--- src/sv/quadratic_bezier_pose_defines.svh ---
// Assertion macros shared by the quadratic Bezier pose block.
// Expects i_clk and i_rst_n in the scope that uses them.
`ifndef QUADRATIC_BEZIER_POSE_DEFINES_SVH
`define QUADRATIC_BEZIER_POSE_DEFINES_SVH

// Consequent must hold in the same cycle as the antecedent.
`define BZP_ASSERT_IMP(lbl, ante, cons, msg) \
    lbl: assert property (@(posedge i_clk) disable iff (!i_rst_n) (ante) |-> (cons)) \
        else $error(msg);

// Consequent must hold in the cycle after the antecedent.
`define BZP_ASSERT_NXT(lbl, ante, cons, msg) \
    lbl: assert property (@(posedge i_clk) disable iff (!i_rst_n) (ante) |=> (cons)) \
        else $error(msg);

`endif

--- src/sv/bzp_pkg.sv ---
// Package of the quadratic Bezier pose block: widths, types, constants
// and the CORDIC arctangent table. No dependencies.
package bzp_pkg;

    localparam int CORDIC_STAGES = 16;
    localparam int ATAN_COUNT    = 24;
    localparam int N_ST = (CORDIC_STAGES < ATAN_COUNT) ? CORDIC_STAGES : ATAN_COUNT;

    localparam int T_W       = 17;  // curve parameter
    localparam int W_W       = 33;  // Bernstein weight, Q1.32, up to 2^32
    localparam int POS_W     = 32;
    localparam int ANG_W     = 20;
    localparam int CFG_W     = 32;
    localparam int ADDR_W    = 3;
    localparam int PSUM_W    = 67;  // position product and blend sum
    localparam int APROD_W   = 54;  // angle product
    localparam int ASUM_W    = 55;  // angle blend sum
    localparam int H_W       = 39;  // CORDIC angle accumulator, Q.30
    localparam int XY_W      = 34;  // CORDIC x and y, Q2.30
    localparam int Q15_W     = 16;

    localparam logic [T_W-1:0] T_ONE = T_W'(65536);

    typedef logic signed [H_W-1:0] t_angle;

    localparam t_angle HALF_PI_Q31 = 39'sd3373259426;
    localparam t_angle HALF_PI     = 39'sd1686629713;
    localparam t_angle PI          = 39'sd3373259426;
    localparam t_angle TWO_PI      = 39'sd6746518852;
    localparam logic signed [XY_W-1:0] CORDIC_GAIN = 34'sd652032874;

    typedef enum logic [ADDR_W-1:0] {
        REG_START_X     = 3'd0,
        REG_START_Z     = 3'd1,
        REG_END_X       = 3'd2,
        REG_END_Z       = 3'd3,
        REG_CTRL_X      = 3'd4,
        REG_CTRL_Z      = 3'd5,
        REG_START_ANGLE = 3'd6,
        REG_CTRL_ANGLE  = 3'd7
    } t_cfg_reg;

    typedef struct packed {
        logic signed [POS_W-1:0] start_x;
        logic signed [POS_W-1:0] start_z;
        logic signed [POS_W-1:0] end_x;
        logic signed [POS_W-1:0] end_z;
        logic signed [POS_W-1:0] ctrl_x;
        logic signed [POS_W-1:0] ctrl_z;
        logic signed [ANG_W-1:0] start_angle;
        logic signed [ANG_W-1:0] ctrl_angle;
    } t_cfg;

    typedef struct packed {
        logic [W_W-1:0] b0;
        logic [W_W-1:0] b1;
        logic [W_W-1:0] b2;
    } t_weights;

    typedef struct packed {
        logic signed [PSUM_W-1:0] x_sum;
        logic signed [PSUM_W-1:0] z_sum;
        logic signed [ASUM_W-1:0] a_sum;
    } t_sums;

    typedef struct packed {
        logic signed [POS_W-1:0] pos_x;
        logic signed [POS_W-1:0] pos_z;
        t_angle                  h;
        logic                    flip;
    } t_half_angle;

    // atan(2^-i) in Q2.30
    function automatic t_angle atan_q30(input int unsigned idx);
        t_angle v;
        case (idx)
            0:       v = 39'sd843314857;
            1:       v = 39'sd497837829;
            2:       v = 39'sd263043837;
            3:       v = 39'sd133525159;
            4:       v = 39'sd67021687;
            5:       v = 39'sd33543516;
            6:       v = 39'sd16775851;
            7:       v = 39'sd8388437;
            8:       v = 39'sd4194283;
            9:       v = 39'sd2097149;
            10:      v = 39'sd1048576;
            11:      v = 39'sd524288;
            12:      v = 39'sd262144;
            13:      v = 39'sd131072;
            14:      v = 39'sd65536;
            15:      v = 39'sd32768;
            16:      v = 39'sd16384;
            17:      v = 39'sd8192;
            18:      v = 39'sd4096;
            19:      v = 39'sd2048;
            20:      v = 39'sd1024;
            21:      v = 39'sd512;
            22:      v = 39'sd256;
            23:      v = 39'sd128;
            default: v = '0;
        endcase
        return v;
    endfunction

endpackage

--- src/sv/bzp_angle.sv ---
// Rounding and angle range reduction: rounds and saturates the positions,
// offsets the angle by pi/2 and folds it into [-pi/2, pi/2]. Depends on bzp_pkg.
module bzp_angle import bzp_pkg::*; (
    input  logic        i_clk,
    input  logic        i_rst_n,
    input  logic        i_valid,
    output logic        o_ready,
    input  t_sums       i_sums,
    output logic        o_valid,
    input  logic        i_ready,
    output t_half_angle o_half
);

    localparam int RP_W = PSUM_W - 32;

    logic              r_v [3];
    t_half_angle       r_st [3];
    t_half_angle       n_st [3];
    logic              w_rdy [4];
    logic signed [ASUM_W:0] w_a;

    // round to nearest with ties up, then saturate to 32 bits
    function automatic logic signed [POS_W-1:0] round_pos(input logic signed [PSUM_W-1:0] p);
        logic signed [PSUM_W-1:0] s;
        logic signed [RP_W-1:0]   r;
        s = p + PSUM_W'(64'sd2147483648);
        r = RP_W'(s >>> 32);
        if (r > RP_W'(64'sd2147483647)) begin
            return POS_W'(32'h7FFF_FFFF);
        end else if (r < -RP_W'(64'sd2147483648)) begin
            return POS_W'(32'h8000_0000);
        end
        return r[POS_W-1:0];
    endfunction

    assign w_rdy[3] = !r_v[2] || i_ready;
    assign w_rdy[2] = !r_v[2] || w_rdy[3];
    assign w_rdy[1] = !r_v[1] || w_rdy[2];
    assign w_rdy[0] = !r_v[0] || w_rdy[1];
    assign o_ready  = w_rdy[0];

    always_comb begin
        // offset by pi/2; the angle in Q.31 reads as its double in Q.30
        w_a = {i_sums.a_sum[ASUM_W-1], i_sums.a_sum} + (ASUM_W+1)'(65536);
        n_st[0].pos_x = round_pos(i_sums.x_sum);
        n_st[0].pos_z = round_pos(i_sums.z_sum);
        n_st[0].h     = t_angle'(w_a >>> 17) + HALF_PI_Q31;
        n_st[0].flip  = 1'b0;

        // wrap by a whole turn
        n_st[1] = r_st[0];
        if (r_st[0].h > PI) begin
            n_st[1].h = r_st[0].h - TWO_PI;
        end else if (r_st[0].h < -PI) begin
            n_st[1].h = r_st[0].h + TWO_PI;
        end

        // fold by a half turn, which flips the sign of both outputs
        n_st[2] = r_st[1];
        if (r_st[1].h > HALF_PI) begin
            n_st[2].h    = r_st[1].h - PI;
            n_st[2].flip = 1'b1;
        end else if (r_st[1].h < -HALF_PI) begin
            n_st[2].h    = r_st[1].h + PI;
            n_st[2].flip = 1'b1;
        end
    end

    always_ff @(posedge i_clk) begin
        if (!i_rst_n) begin
            r_v[0] <= 1'b0;
            r_v[1] <= 1'b0;
            r_v[2] <= 1'b0;
        end else begin
            if (w_rdy[0]) begin
                r_v[0] <= i_valid;
            end
            if (w_rdy[1]) begin
                r_v[1] <= r_v[0];
            end
            if (w_rdy[2]) begin
                r_v[2] <= r_v[1];
            end
        end
    end

    always_ff @(posedge i_clk) begin
        if (w_rdy[0] && i_valid) begin
            r_st[0] <= n_st[0];
        end
        if (w_rdy[1] && r_v[0]) begin
            r_st[1] <= n_st[1];
        end
        if (w_rdy[2] && r_v[1]) begin
            r_st[2] <= n_st[2];
        end
    end

    assign o_valid = r_v[2];
    assign o_half  = r_st[2];

endmodule

--- config.mk ---
export PLATFORM = sky130hd
export DESIGN_NAME = bzp_angle
export DESIGN_NICKNAME = d
export VERILOG_FILES = /design/src/sv/quadratic_bezier_pose_defines.svh /design/src/sv/bzp_pkg.sv /design/src/sv/bzp_angle.sv
export SDC_FILE = /design/constraint.sdc
export NUM_CORES = 1
export LEC_CHECK = 0
export BUFFER_PORTS_ARGS = -buffer_cell sky130_fd_sc_hd__buf_2
export CORE_ASPECT_RATIO = 0.75
export CORE_UTILIZATION = 60
export CTS_BUF_LIST = sky130_fd_sc_hd__clkbuf_8
export CTS_CLUSTER_DIAMETER = 80
export DETAILED_ROUTE_END_ITERATION = 6
export GPL_TIMING_DRIVEN = 0
export PLACE_DENSITY = 0.85
export SLEW_MARGIN = 10
export SYNTH_ARGS = -nofsm -noshare
export SYNTH_HDL_FRONTEND = slang
export SYNTH_SLANG_ARGS = --single-unit
export TNS_END_PERCENT = 50
--- constraint.sdc ---
create_clock -name i_clk -period 29.3 [get_ports i_clk]
set_input_delay 5.86 -clock i_clk [delete_from_list [all_inputs] [get_ports i_clk]]
set_output_delay 5.86 -clock i_clk [all_outputs]
set_load 0.005 [all_outputs]
* Yosys cells after proc, flatten, opt, wreduce, memory -nomap -nowiden *
Memory sizes are Yosys's and may differ from the RTL's.
Cells that the tools add are included.

word-level totals
  register bits = 0
  latch bits = 0
  RAM bits = 315
  ROM bits = 0
  input bits = 193
  output and inout bits = 106
  logic and storage cells = 64
  memories kept = 2

cells by class
  add/sub/neg operators = 8
  multiply operators = 0
  divide/modulo/power cells = 0
  magnitude comparators = 8
  equal/unequal tests = 0
  shift-type cells = 0
  muxes and demuxes = 33
  bitwise logic cells = 3
  reductions and logical operators = 10

memories
  name  depth  width  rd ports  clocked after memory_dff  wr ports  RTL line         source
  r_st  3      104    3         0                         3         bzp_angle.sv:17  t_half_angle r_st [3];
  r_v   3      1      3         0                         3         bzp_angle.sv:16  logic r_v [3];

operators by type and width
  kind                                                             count
  2-to-1 mux 32 bit                                                6
  adder 67 x 33 -> 67 bit, second input constant                   2
  2-to-1 mux 40 bit                                                2
  adder 39 x 33 -> 39 bit, second input constant                   2
  2-to-1 mux 39 bit                                                2
  greater-than comparator 35 x 32 -> 1 bit, second input constant  2
  less-than comparator 35 x 32 -> 1 bit, second input constant     2
  adder 55 x 18 -> 56 bit, second input constant                   1
  adder 39 x 34 -> 39 bit, second input constant                   1
  greater-than comparator 39 x 32 -> 1 bit, second input constant  1
  greater-than comparator 39 x 33 -> 1 bit, second input constant  1
  less-than comparator 39 x 32 -> 1 bit, second input constant     1
  less-than comparator 39 x 33 -> 1 bit, second input constant     1
  subtractor 39 x 33 -> 39 bit, second input constant              1
  subtractor 39 x 34 -> 39 bit, second input constant              1
  2-to-1 mux 1 bit                                                 23
  logical OR 1 bit                                                 4
  logical AND 1 bit                                                3
  logical NOT 1 bit                                                3
  OR 1 bit                                                         3

* Depth between registers and ports, before layout *
Gate-level depths: netlist of the first run.
An unclocked memory read counts as a cell.

  word-level depth = 10
  mapped depth = 12
  mapped depth without buffers = 11

* Worst setup path before layout of the first run *
OpenSTA, ideal clock, no wires.

  path type = input to register
  start point = input port i_ready
  end point = memory r_v[1][0], in the netlist r_v[0][1] (data pin)
  library setup time = 0.188 ns
  arrival time = 14.034 ns
  setup slack = 15.078 ns
  cell stages on the path = 3
  buffers on the path = 0
  cell sequence = nor2b_1 > a21boi_0 > and2_1

RTL lines
  item             RTL line         source
  start, declared  bzp_angle.sv:10  input logic i_ready,
  end, declared    bzp_angle.sv:16

* Worst setup path after layout of the first run *
  start point = input port i_ready
  end point = output port o_ready

between the ends
  cells in the longest elaborated chain, start to end = 4

ends and longest elaborated chain
  item              RTL line         source
  logical OR 1 bit  bzp_angle.sv:36  assign w_rdy[3] = !r_v[2] || i_ready;
  logical OR 1 bit  bzp_angle.sv:37  assign w_rdy[2] = !r_v[2] || w_rdy[3];
  logical OR 1 bit  bzp_angle.sv:38  assign w_rdy[1] = !r_v[1] || w_rdy[2];
  logical OR 1 bit  bzp_angle.sv:39  assign w_rdy[0] = !r_v[0] || w_rdy[1];
  end, declared     bzp_angle.sv:7   output logic o_ready,

Every way passes these cells.

==> qor_table.md, run 1 <==
| Quantity | This run |
| --- | --- |
| Layout filler cell count | 2151 |
| Length of routed wiring on met1 | 18.29 mm |
| End of the worst hold path | r_st[0][311] |
| Routed Antenna Nets | 0 |
| Total number of yosys warnings | 0 |
| Final Total Pwr | 1.041 mW |
| Number of buffers on the longest clock path | 3 |
| Total length of routed wires | 38.67 mm |
| Post-cts sizing count | 0 |
| Synthesized area per cell | 10.99 µm² |
| Critical path endpoint category | output pin |
| Routed met2 length | 16.91 mm |
| Clock tree from TritonCTS | built |
| Dominant register cell in the synthesized netlist | sky130_fd_sc_hd__edfxtp_1 |
| Placement Rows | 54 |
| Root buffer cell | sky130_fd_sc_hd__clkbuf_8 |
| Upper clock frequency limit | 77.99 MHz |
| Max-cap violations | 0 |
| Routed via count | 13.34k |
| Worst setup path class | input port to output pin |
| Sequential-to-total area share from yosys stat | 52.81% |
| Number of setup buffers added after CTS | 0 |
| Reg-to-Reg End | r_st[0][242] |
| HPWL Detailed | 28.88 mm |
| Area of all placed cells without fillers | 20430 µm² |
| Unrepaired setup endpoints after global routing | no |
| Setup total negative slack | 0 ps |
| Pin slew with the least headroom to its limit | 949.8 ps |
| H-tree levels | 2 |
| Placed inst area | 19580 µm² |
| Top cells by area, synth | sky130_fd_sc_hd__edfxtp_1 53%, sky130_fd_sc_hd__xnor2_1 4.9%, sky130_fd_sc_hd__buf_4 4.5% |
| Number of instances on the worst hold path | 0 |
| Data arrival time at the worst-slack endpoint | 6960 ps |
| Delay contributed by the slowest stage of the critical path | 520 ps |
| Via-to-Cell Ratio | 5.755 |
| Worst IR Drop VDD | 0.04077 mV |
| Detailed Route Iter0 Violations | 1064 |
| Final routed DRC violation total | 0 |
| Top-area cell type share of the netlist area | 52.81% |
| Highest routing layer actually used | met4 |
| Top cell type by total area after synthesis | sky130_fd_sc_hd__edfxtp_1 |
| Critical Path Source Type | input port |
| Worst Min Path Start | r_st[0][207] |
| Initial cell density of the core | 61.12% |
| Worst R2R Setup Slack | 25910 ps |
| Clock input transition at the sequential cells of the worst setup and hold paths | 60 ps |
| Multi-input logic area | 7094 µm² |
| Hold Slack | 391.3 ps |
| Share of cells above drive strength 1 | 25.05% |
| TritonRoute pass-1 iters | 5 |
| Path class of the lowest-slack min-delay path | flip-flop to flip-flop |
| Number of buffers added to fix hold violations after cts | 0 |
| DIE AREA | 30360 µm² |
| Sequential cell area | 9399 µm² |
| Final worst path period share | 43.76% |
| Worst EP required | 23440 ps |
| Most frequent CP cell | sky130_fd_sc_hd__buf_2 |
| Maximum clock skew at final layout | 41.59 ps |
| Most numerous cell types in the synthesized netlist | 313 x sky130_fd_sc_hd__edfxtp_1, 131 x sky130_fd_sc_hd__nand2_1, 106 x sky130_fd_sc_hd__buf_4 |
| PortBufs | 215 |
| Leakage power figure | 7.464 nW |
| Cell breakdown of the critical path | buf_2, nor2b_1, nand3_1, buf_2 |
| Number of nets in the final layout | 2091 |
| Sinks on Clock Net | 313 |
| Logic depth of the worst register-to-register path | 11 |
| Cell type of the slowest stage on the worst timing path | sky130_fd_sc_hd__nor2b_1 |
| Worst-skew pair later-pin latency | 570 ps |
| Final RePlAce weighted congestion | 0.9099 |
| Die Span Y | 151.2 µm |
| Routed WL per cell | 16.68 µm |
| Max-slew headroom at the worst pin | 36.22% |
| Global-route wire length before repair | 60.80 mm |
| Result of the run | complete, no violations |
| Number of clock buffers inserted by TritonCTS | 45 |
| Maximum number of pins on one net before global-route repair | 65 |
| Top-count cell post-synth | sky130_fd_sc_hd__edfxtp_1 |
| Min Clock Period, post-route | 12820 ps |
| Die X-Extent | 200.9 µm |
| Share of synthesized flip-flops with an asynchronous set or reset | 0% |
| Number of top-level pins | 299 |
| Pwr per Cell Area | 50.95 nW/µm² |
| Initial antenna violation count | 0 |
| Count of endpoints failing setup in the final report | 0 |
| Synthesized area | 17800 µm² |
| Global-route usage over all layers | 24.92% |
| Total nets after synthesis | 1821 |
| Final Hold Viols | 0 |
| Crit Path Max Fanout | 6 |
| Overflow left after global routing | 0 |
| Count of unique library cells instantiated by Yosys | 98 |
| Via count of the first global-routing pass | 11.82k |
| Worst reg2reg path startpoint | r_st[0][106] |
| Core Region | 29120 µm² |
| Count of flip-flops with a built-in enable after synthesis | 313 |
| Total of flip-flops plus latches after synthesis | 313 |
| Max-slew violation total from the final report | 0 |
| Total met3 wirelength after detailed routing | 2.613 mm |
| Synthesized instance count | 1619 |
| Synth-to-layout area growth | 14.78% |
## per-layer routing
metal	track usage (%)	vias to the layer above
met5	0	-
met4	7.863	0
met3	3.744	69
met2	37.51	539
met1	37.22	6253
li1	-	6478
## worst max-delay path by stage
stage            start         to  slack (ps)  depth (start not counted)
3_3_place_gp   i_ready  r_v[0][1]       11810                          4
6_report       i_ready    o_ready       16480                          4
3_5_place_dp   i_ready    o_ready       16570                          4
5_1_grt        i_ready    o_ready       16350                          4
2_1_floorplan  i_ready  r_v[0][1]       15080                          3
4_1_cts        i_ready    o_ready       16490                          4
## registers in the layout, indices dropped and copies added, names as in the netlist
signal	flops
r_st	310
r_v	3
## power by group
group	internal (mW)	switching [mW]	total (mW)
Sequential	0.535	0.0144	0.550
Combinational	0.0666	0.100	0.167
Clock	0.165	0.159	0.324
Total	0.767	0.274	1.04
## worst max-delay path: cells and delay by family
family                 cells  cell delay, ps
and+or+nand+nor            2             800
buffers and inverters      2             300
## per-stage QoR
stage / setup slack, ps / std cells / util (%)
floorplan: 15080 / 1619 / -
global placement: 11810 / 2226 / 66.50
detailed placement: 16570 / 2234 / 67.23
CTS: 16490 / 2316 / 70.14
global route: 16350 / 2316 / 70.14
finish: 16480 / 2318 / 70.16
## placed cells by master (no fill, tap or decap), drive strengths merged, types with 7 or more instances in the layout
cell type / netlist / layout
buf: 137 / 360
edfxtp: 313 / 313
nand2: 131 / 131
xnor2: 100 / 100
nor2: 99 / 99
o21ai: 97 / 97
clkbuf: 50 / 96
xor2: 82 / 82
a21oi: 80 / 80
nand3: 69 / 69
inv: 36 / 52
nor3: 43 / 43
nand4: 35 / 35
and3: 28 / 28
nor4: 22 / 22
a31oi: 21 / 21
or3: 20 / 20
clkinv: 0 / 17
and2: 16 / 16
o21a: 14 / 14
o2bb2ai: 14 / 14
o211ai: 12 / 12
o31ai: 12 / 12
o22ai: 11 / 11
and4: 11 / 11
or2: 11 / 11
a211oi: 11 / 11
a211o: 9 / 9
ha: 9 / 9
nand2b: 9 / 9
or4: 9 / 9
nand3b: 8 / 8
a21o: 8 / 8
nor2b: 8 / 8
a22oi: 7 / 7
## cells by family after synthesis
group,share of synthesized area (%)
buf+inv,7.452
xor+xnor,8.956
mux,0.3374
fa+ha+maj,0.6327
simple gates,16.20
compound gates,13.62
flops,52.81
## layout make-up
type | count | area share [%]
sequential | 313 | 46.01
multi-input combinational | 1083 | 34.73
timing repair buffer | 223 | 6.198
buffer | 187 | 5.830
clock buffer | 46 | 3.099
tap | 392 | 2.401
clock inverter | 36 | 1.053
inverter | 36 | 0.6614
antenna | 2 | 0.02450
(Power assumes the default switching activity.)
==> run 2: changes to the inputs <==
--- a/config.mk
+++ b/config.mk
@@ -7,12 +7,12 @@
 export LEC_CHECK = 0
 export BUFFER_PORTS_ARGS = -buffer_cell sky130_fd_sc_hd__buf_2
 export CORE_ASPECT_RATIO = 0.75
-export CORE_UTILIZATION = 60
+export CORE_UTILIZATION = 59
 export CTS_BUF_LIST = sky130_fd_sc_hd__clkbuf_8
 export CTS_CLUSTER_DIAMETER = 80
 export DETAILED_ROUTE_END_ITERATION = 6
 export GPL_TIMING_DRIVEN = 0
-export PLACE_DENSITY = 0.85
+export PLACE_DENSITY = 0.84
 export SLEW_MARGIN = 10
 export SYNTH_ARGS = -nofsm -noshare
 export SYNTH_HDL_FRONTEND = slang
==> constraint.sdc (replaced) <==
create_clock -name i_clk -period 12.1 [get_ports i_clk]
set_input_delay 2.42 -clock i_clk [delete_from_list [all_inputs] [get_ports i_clk]]
set_output_delay 2.42 -clock i_clk [all_outputs]
set_load 0.005 [all_outputs]
==> run 2 against run 1 <==
  * Register-to-register slack lost 17000 ps
  * Non-clock buffer count is the same
  * Critical path depth is the same
  * Flip-flop and latch count is the same
  * Clock power grew to 2.6 times the previous value
  * Setup slack lost 10000 ps
  * Clock skew grew 1.9 ps
  * Count of clock-buffer cells in the layout grew 1
  * Sequential power grew 140%
  * Utilization shrank 0.47 points
  * First-iteration DRC count shrank 1.9%
  * Critical endpoint unchanged
==> qor_table.md, run 2 (synthesized netlist as in run 1, its figures left out) <==
| Quantity | This run | vs previous |
| --- | --- | --- |
| Crit Path Max Fanout | 6 | unchanged |
| Number of nets in the final layout | 2093 | +0.096% |
| TritonRoute pass-1 iters | 5 | unchanged |
| Data arrival time at the worst-slack endpoint | 3470 ps | -3490 ps |
| Count of endpoints failing setup in the final report | 0 | unchanged |
| Pin slew with the least headroom to its limit | 861.2 ps | -88.66 ps |
| Final worst path period share | 48.66% |  |
| Final RePlAce weighted congestion | 0.9079 | -0.22% |
| Number of buffer and inverter stages on the critical path | 2 | unchanged |
| Via count of the first global-routing pass | 12.57k | +6.3% |
| Path class of the lowest-slack min-delay path | flip-flop to flip-flop |  |
| DIE AREA | 30870 µm² | +1.7% |
| Via-to-Cell Ratio | 5.859 | +1.8% |
| Share of cells above drive strength 1 | 25.26% | +0.21 points |
| Leakage power figure | 7.464 nW | about the same |
| Top cell family by delay on the critical path | simple AND/OR/NAND/NOR gates |  |
| Final routed DRC violation total | 0 | unchanged |
| Smallest setup slack after layout | 6212 ps | -10270 ps |
| Global-route wire length before repair | 64.39 mm | +5.9% |
| Commonest non-fill, non-tap cell in the layout | sky130_fd_sc_hd__edfxtp_1 |  |
| Total inserted antenna cells | 0 | -2 |
| Initial antenna violation count | 0 | unchanged |
| Final Total Pwr | 2.575 mW | +150% |
| Sinks on Clock Net | 313 | unchanged |
| Overflow left after global routing | 0 | unchanged |
| Final Hold Viols | 0 | unchanged |
| Setup WS pre-CTS | 6230 ps | -10340 ps |
| Number of top-level pins | 299 | unchanged |
| Number of buffers on the longest clock path | 3 | unchanged |
| Maximum clock skew at final layout | 43.53 ps | +1.939 ps |
| Max reg flops | 310 | unchanged |
| Highest-count cells in the layout ignoring fill and taps | 313 x sky130_fd_sc_hd__edfxtp_1, 237 x sky130_fd_sc_hd__buf_2, 131 x sky130_fd_sc_hd__nand2_1 |  |
| Placement Rows | 54 | unchanged |
| Upper clock frequency limit | 169.8 MHz |  |
| Clock input transition at the sequential cells of the worst setup and hold paths | 60 ps | about the same |
| Routed WL per cell | 17.48 µm | +4.8% |
| Worst setup path class | input port to output pin |  |
| PortBufs | 215 | unchanged |
| Worst-skew pair later-pin latency | 590 ps | +20 ps |
| Worst IR Drop VDD | 0.07782 mV | +91% |
| Max-slew headroom at the worst pin | 42.18% | +6.0 points |
| Largest registers | r_st (310), r_v (3) |  |
| Number of setup buffers added after CTS | 0 | unchanged |
| Number of clock buffers inserted by TritonCTS | 47 | +4.4% |
| Root buffer cell | sky130_fd_sc_hd__clkbuf_8 |  |
| Max-cap violations | 0 | unchanged |
| Synth-to-layout area growth | 15.07% |  |
| Layout filler cell count | 2132 | -0.88% |
| Most frequent CP cell | sky130_fd_sc_hd__buf_2 |  |
| Routed via count | 13.57k | +1.7% |
| Cell type of the slowest stage on the worst timing path | sky130_fd_sc_hd__nor2b_1 |  |
| Die Span Y | 152.4 µm | +0.83% |
| Pwr per Cell Area | 125.7 nW/µm² | +150% |
| Die X-Extent | 202.6 µm | +0.84% |
| Global-route usage over all layers | 25.99% | +1.1 points |
| Detailed Route Iter0 Violations | 1044 | -1.9% |
| Max-slew violation total from the final report | 0 | unchanged |
| Total length of routed wires | 40.48 mm | +4.7% |
| Post-cts sizing count | 0 | unchanged |
| H-tree levels | 2 | unchanged |
| Critical Path Source Type | input port |  |
| Register containing the most flip-flops in the final layout | r_st |  |
| Multi-input logic area | 7094 µm² | unchanged |
| Cell breakdown of the critical path | buf_2, nor2b_1, nand3_1, buf_2 |  |
| Number of buffers added to fix hold violations after cts | 0 | unchanged |
| Routed Antenna Nets | 0 | unchanged |
| Maximum number of pins on one net before global-route repair | 65 | unchanged |
| Worst EP required | 9680 ps | -13760 ps |
| Sequential cell area | 9399 µm² | unchanged |
| Core Region | 29390 µm² | +0.93% |
| Unrepaired setup endpoints after global routing | no |  |
| HPWL Detailed | 30.03 mm | +4.0% |
| Initial cell density of the core | 60.56% | -0.56 points |
| Clock tree from TritonCTS | built |  |
| Critical path endpoint category | output pin |  |
| Result of the run | complete, no violations |  |
| Delay contributed by the slowest stage of the critical path | 510 ps | about the same |
| Min Clock Period, post-route | 5888 ps |  |
==> run 2: final timing paths <==
kind,cells after the start,start,end,slack [ps]
setup / recovery,4,i_ready,o_ready,6210
hold / removal,0,r_st[0][81],r_st[0][185],400
setup reg to reg,12,r_st[0][106],r_st[0][235],8720
hold reg to reg,0,r_st[0][81],r_st[0][185],400
==> run 2: area by class of cell <==
type / count / share of cell area [%]
plain buffers: 187 / 5.816
clock buffers: 47 / 3.158
clock inverters: 35 / 1.222
inverters: 36 / 0.6598
multi-input cells: 1083 / 34.64
flip-flops and latches: 313 / 45.89
well taps: 392 / 2.395
repair buffers: 223 / 6.219
==> run 2: stage by stage <==
stage	utilization (%)	setup TNS (ps)	area [µm²]	hold slack, ps	instances
2_1_floorplan	-	0	17800	400.3	1619
3_3_place_gp	65.89	-208740	19360	400.8	2226
3_5_place_dp	66.63	0	19580	404.5	2234
4_1_cts	69.69	0	20480	398.4	2316
5_1_grt	69.69	0	20480	407.0	2316
6_report	69.69	0	20480	399.6	2316
==> run 2: per-layer routing <==
metal	global-route usage [%]	vias up	wire (µm)
li1	-	6481	-
met5	0	-	0
met1	38.42	6410	18880
met4	8.915	0	1090
met3	3.657	88	2654
met2	39.43	591	17860
==> run 2: power breakdown <==
group	total [mW]	switching, mW	leakage (nW)	internal [mW]
Clock	0.835	0.404	0.489	0.431
Combinational	0.409	0.248	4.01	0.161
Sequential	1.33	0.0350	2.96	1.30
==> run 3: changes to the inputs <==
==> constraint.sdc (replaced) <==
create_clock -name i_clk -period 5.45 [get_ports i_clk]
set_input_delay 1.09 -clock i_clk [delete_from_list [all_inputs] [get_ports i_clk]]
set_output_delay 1.09 -clock i_clk [all_outputs]
set_load 0.005 [all_outputs]
==> run 3 against run 2 <==
  * Combinational power grew 120%
  * Global-route usage shrank 0.42 points
  * Sequential power grew 120%
  * Power grew 120%
  * Setup slack lost 4500 ps
  * Sequential share of layout area grew 0.13 points
  * First-iteration DRC count grew 24%
  * Via count is essentially flat
==> qor_table.md, run 3 (synthesized netlist as in run 1, its figures left out) <==
| Quantity | This run | vs previous |
| --- | --- | --- |
| Result of the run | complete, no violations |  |
| Sinks on Clock Net | 313 | unchanged |
| Final core utilization | 69.48% | -0.20 points |
| Worst EP required | 5800 ps | -3880 ps |
| Maximum clock skew at final layout | 53.28 ps | +9.749 ps |
| Worst setup path class | input port to flip-flop |  |
| Clock network fraction of total power | 31.4% | -1.0 points |
| Proportion of total power due to net switching | 26.45% | -0.21 points |
| Critical Path Source Type | input port |  |
| Path class of the lowest-slack min-delay path | flip-flop to flip-flop |  |
| Detailed Route Iter0 Violations | 1296 | +24% |
| Routed Antenna Nets | 0 | unchanged |
| DIE AREA | 30870 µm² | unchanged |
| Worst Min Path Start | r_st[0][194] |  |
| Pin slew with the least headroom to its limit | 923.7 ps | +62.49 ps |
| Final Hold Viols | 0 | unchanged |
| Upper clock frequency limit | 264.5 MHz |  |
| Number of setup buffers added after CTS | 0 | unchanged |
| Routed via count | 13.56k | -0.066% |
| Number of buffers added to fix hold violations after cts | 0 | unchanged |
| Internal Power | 4.136 mW | +120% |
| Commonest non-fill, non-tap cell in the layout | sky130_fd_sc_hd__edfxtp_1 |  |
| Clock tree from TritonCTS | built |  |
| Share of cells above drive strength 1 | 25.01% | -0.25 points |
| Core Region | 29390 µm² | unchanged |
| Max-slew violation total from the final report | 0 | unchanged |
| Final worst path period share | 69.37% |  |
| Synth-to-layout area growth | 14.74% |  |
| Total length of routed wires | 40.22 mm | -0.65% |
| Number of clock buffers inserted by TritonCTS | 47 | unchanged |
| Worst-skew pair later-pin latency | 590 ps | about the same |
| Routed WL per cell | 17.37 µm | -0.61% |
| Number of nets in the final layout | 2093 | unchanged |
| H-tree levels | 2 | unchanged |
| Placement Rows | 54 | unchanged |
| Initial cell density of the core | 60.56% | unchanged |
| Global-route usage over all layers | 25.57% | -0.42 points |
| Worst IR Drop VDD | 0.1667 mV | +110% |
| Max-cap violations | 0 | unchanged |
| Max-slew headroom at the worst pin | 37.98% | -4.2 points |
| Launch point of the worst path | i_sums[17] |  |
| HPWL Detailed | 30.09 mm | +0.19% |
| Number of buffers on the longest clock path | 3 | unchanged |
| Pwr per Cell Area | 275.4 nW/µm² | +120% |
| Data arrival time at the worst-slack endpoint | 4130 ps | +660 ps |
| Number of top-level pins | 299 | unchanged |
| Setup total negative slack | 0 ps | unchanged |
| Max reg flops | 310 | unchanged |
| Final RePlAce weighted congestion | 0.9227 | +1.6% |
| Total inserted antenna cells | 0 | unchanged |
| Worst R2R Setup Slack | 2110 ps | -6610 ps |
| Via-to-Cell Ratio | 5.858 | about the same |
| Die X-Extent | 202.6 µm | unchanged |
| Unrepaired setup endpoints after global routing | no |  |
| TritonRoute pass-1 iters | 6 | +1 |
| Die Span Y | 152.4 µm | unchanged |
| Highest-count cells in the layout ignoring fill and taps | 313 x sky130_fd_sc_hd__edfxtp_1, 237 x sky130_fd_sc_hd__buf_2, 131 x sky130_fd_sc_hd__nand2_1 |  |
| Sequential power share | 52.6% | +0.9 points |
| Count of endpoints failing setup in the final report | 0 | unchanged |
| Clock input transition at the sequential cells of the worst setup and hold paths | 60 ps | about the same |
| Maximum number of pins on one net before global-route repair | 62 | -4.6% |
| Min Clock Period, post-route | 3780 ps |  |
| Crit Path Max Fanout | 10 | +4 |
| Register containing the most flip-flops in the final layout | r_st |  |
| Logic pwr share | 16.1% | +0.2 points |
| PortBufs | 215 | unchanged |
| Final routed DRC violation total | 0 | unchanged |
| Initial antenna violation count | 1 | +1 |
| Global-route wire length before repair | 63.58 mm | -1.3% |
| Switching power | 1.488 mW | +120% |
| Critical path endpoint category | flip-flop |  |
| Via count of the first global-routing pass | 12.45k | -0.99% |
| Largest registers | r_st (310), r_v (3) |  |
| Root buffer cell | sky130_fd_sc_hd__clkbuf_8 |  |
| Post-cts sizing count | 0 | unchanged |
| Worst reg2reg path startpoint | r_st[0][106] |  |
| Overflow left after global routing | 0 | unchanged |
| Leakage power figure | 7.440 nW | -0.32% |
[run 3: cell count changes in the layout (fill, tap and decap cells not counted)]
| cell | before | now |
|---|---|---|
| sky130_fd_sc_hd__clkinv_1 | 9 | 11 |
| sky130_fd_sc_hd__bufinv_16 | 3 | 2 |
| sky130_fd_sc_hd__buf_12 | 3 | 5 |
| sky130_fd_sc_hd__clkinv_8 | 1 | 0 |
| sky130_fd_sc_hd__inv_8 | 0 | 1 |
| sky130_fd_sc_hd__inv_1 | 45 | 47 |
| sky130_fd_sc_hd__buf_16 | 5 | 3 |
| sky130_fd_sc_hd__clkinv_2 | 9 | 6 |
| sky130_fd_sc_hd__inv_6 | 1 | 0 |
[run 3: metal layers]
layer  part of all wire, %  global-route usage, %  up-vias  wire length, µm
li1                      -                      -     6467                -
met5                 0.032                      0        -               13
met4                   2.4                  8.593        2              946
met2                    44                  39.58      641            17840
met3                   7.4                  3.186       72             2979
met1                    46                  37.43     6379            18440
[run 3: path summary, 6_finish.rpt]
| kind | depth (start not counted) | to |
|---|---|---|
| hold / removal | 0 | r_st[0][298] |
| setup reg to reg | 12 | r_st[0][235] |
| hold reg to reg | 0 | r_st[0][298] |
| setup / recovery | 13 | r_st[0][30] |
[run 3: cell type report]
| type | count | area, µm² |
|---|---|---|
| fill | 2193 | 8969 |
| buffer | 187 | 1191 |
| timing repair buffer | 223 | 1259 |
| multi-input combinational | 1083 | 7094 |
| sequential | 313 | 9399 |
| clock inverter | 34 | 206.4 |
| inverter | 36 | 135.1 |
| clock buffer | 47 | 646.9 |
| tap | 392 | 490.5 |
[run 3: metrics by stage]
stage | hold slack (ps) | area [µm²] | std cells | power (mW) | setup WS [ps]
floorplan | 400.3 | 17800 | 1619 | 3.592 | -912.4
global placement | 400.5 | 19370 | 2226 | 3.861 | -2973
detailed placement | 404.5 | 19570 | 2234 | 3.896 | 1251
CTS | 383.0 | 20420 | 2315 | 5.657 | 1821
global route | 392.1 | 20420 | 2315 | 5.860 | 1450
finish | 400.0 | 20420 | 2315 | 5.624 | 1670
[run 3: power groups by stage]
stage                     combinational, mW  sequential [mW]  clock (mW)
after floorplan                       0.610             2.98           0
after global placement                0.852             3.01           0
after detailed placement              0.891             3.00           0
after CTS                             0.896             2.96        1.81
after global routing                  0.992             2.97        1.90
final                                 0.905             2.96        1.76
[run 3: critical path, stage by stage]
cell and delay (ps):
sky130_fd_sc_hd__buf_2 150, sky130_fd_sc_hd__ha_1 180, sky130_fd_sc_hd__clkbuf_8 170, sky130_fd_sc_hd__clkbuf_1 410, sky130_fd_sc_hd__nand2_1 140, sky130_fd_sc_hd__o32ai_1 380, sky130_fd_sc_hd__o211a_1 240, sky130_fd_sc_hd__o211ai_1 140
sky130_fd_sc_hd__a21oi_2 350, sky130_fd_sc_hd__nor2_1 180, sky130_fd_sc_hd__a211oi_1 350, sky130_fd_sc_hd__a21oi_1 100, sky130_fd_sc_hd__xnor2_1 260
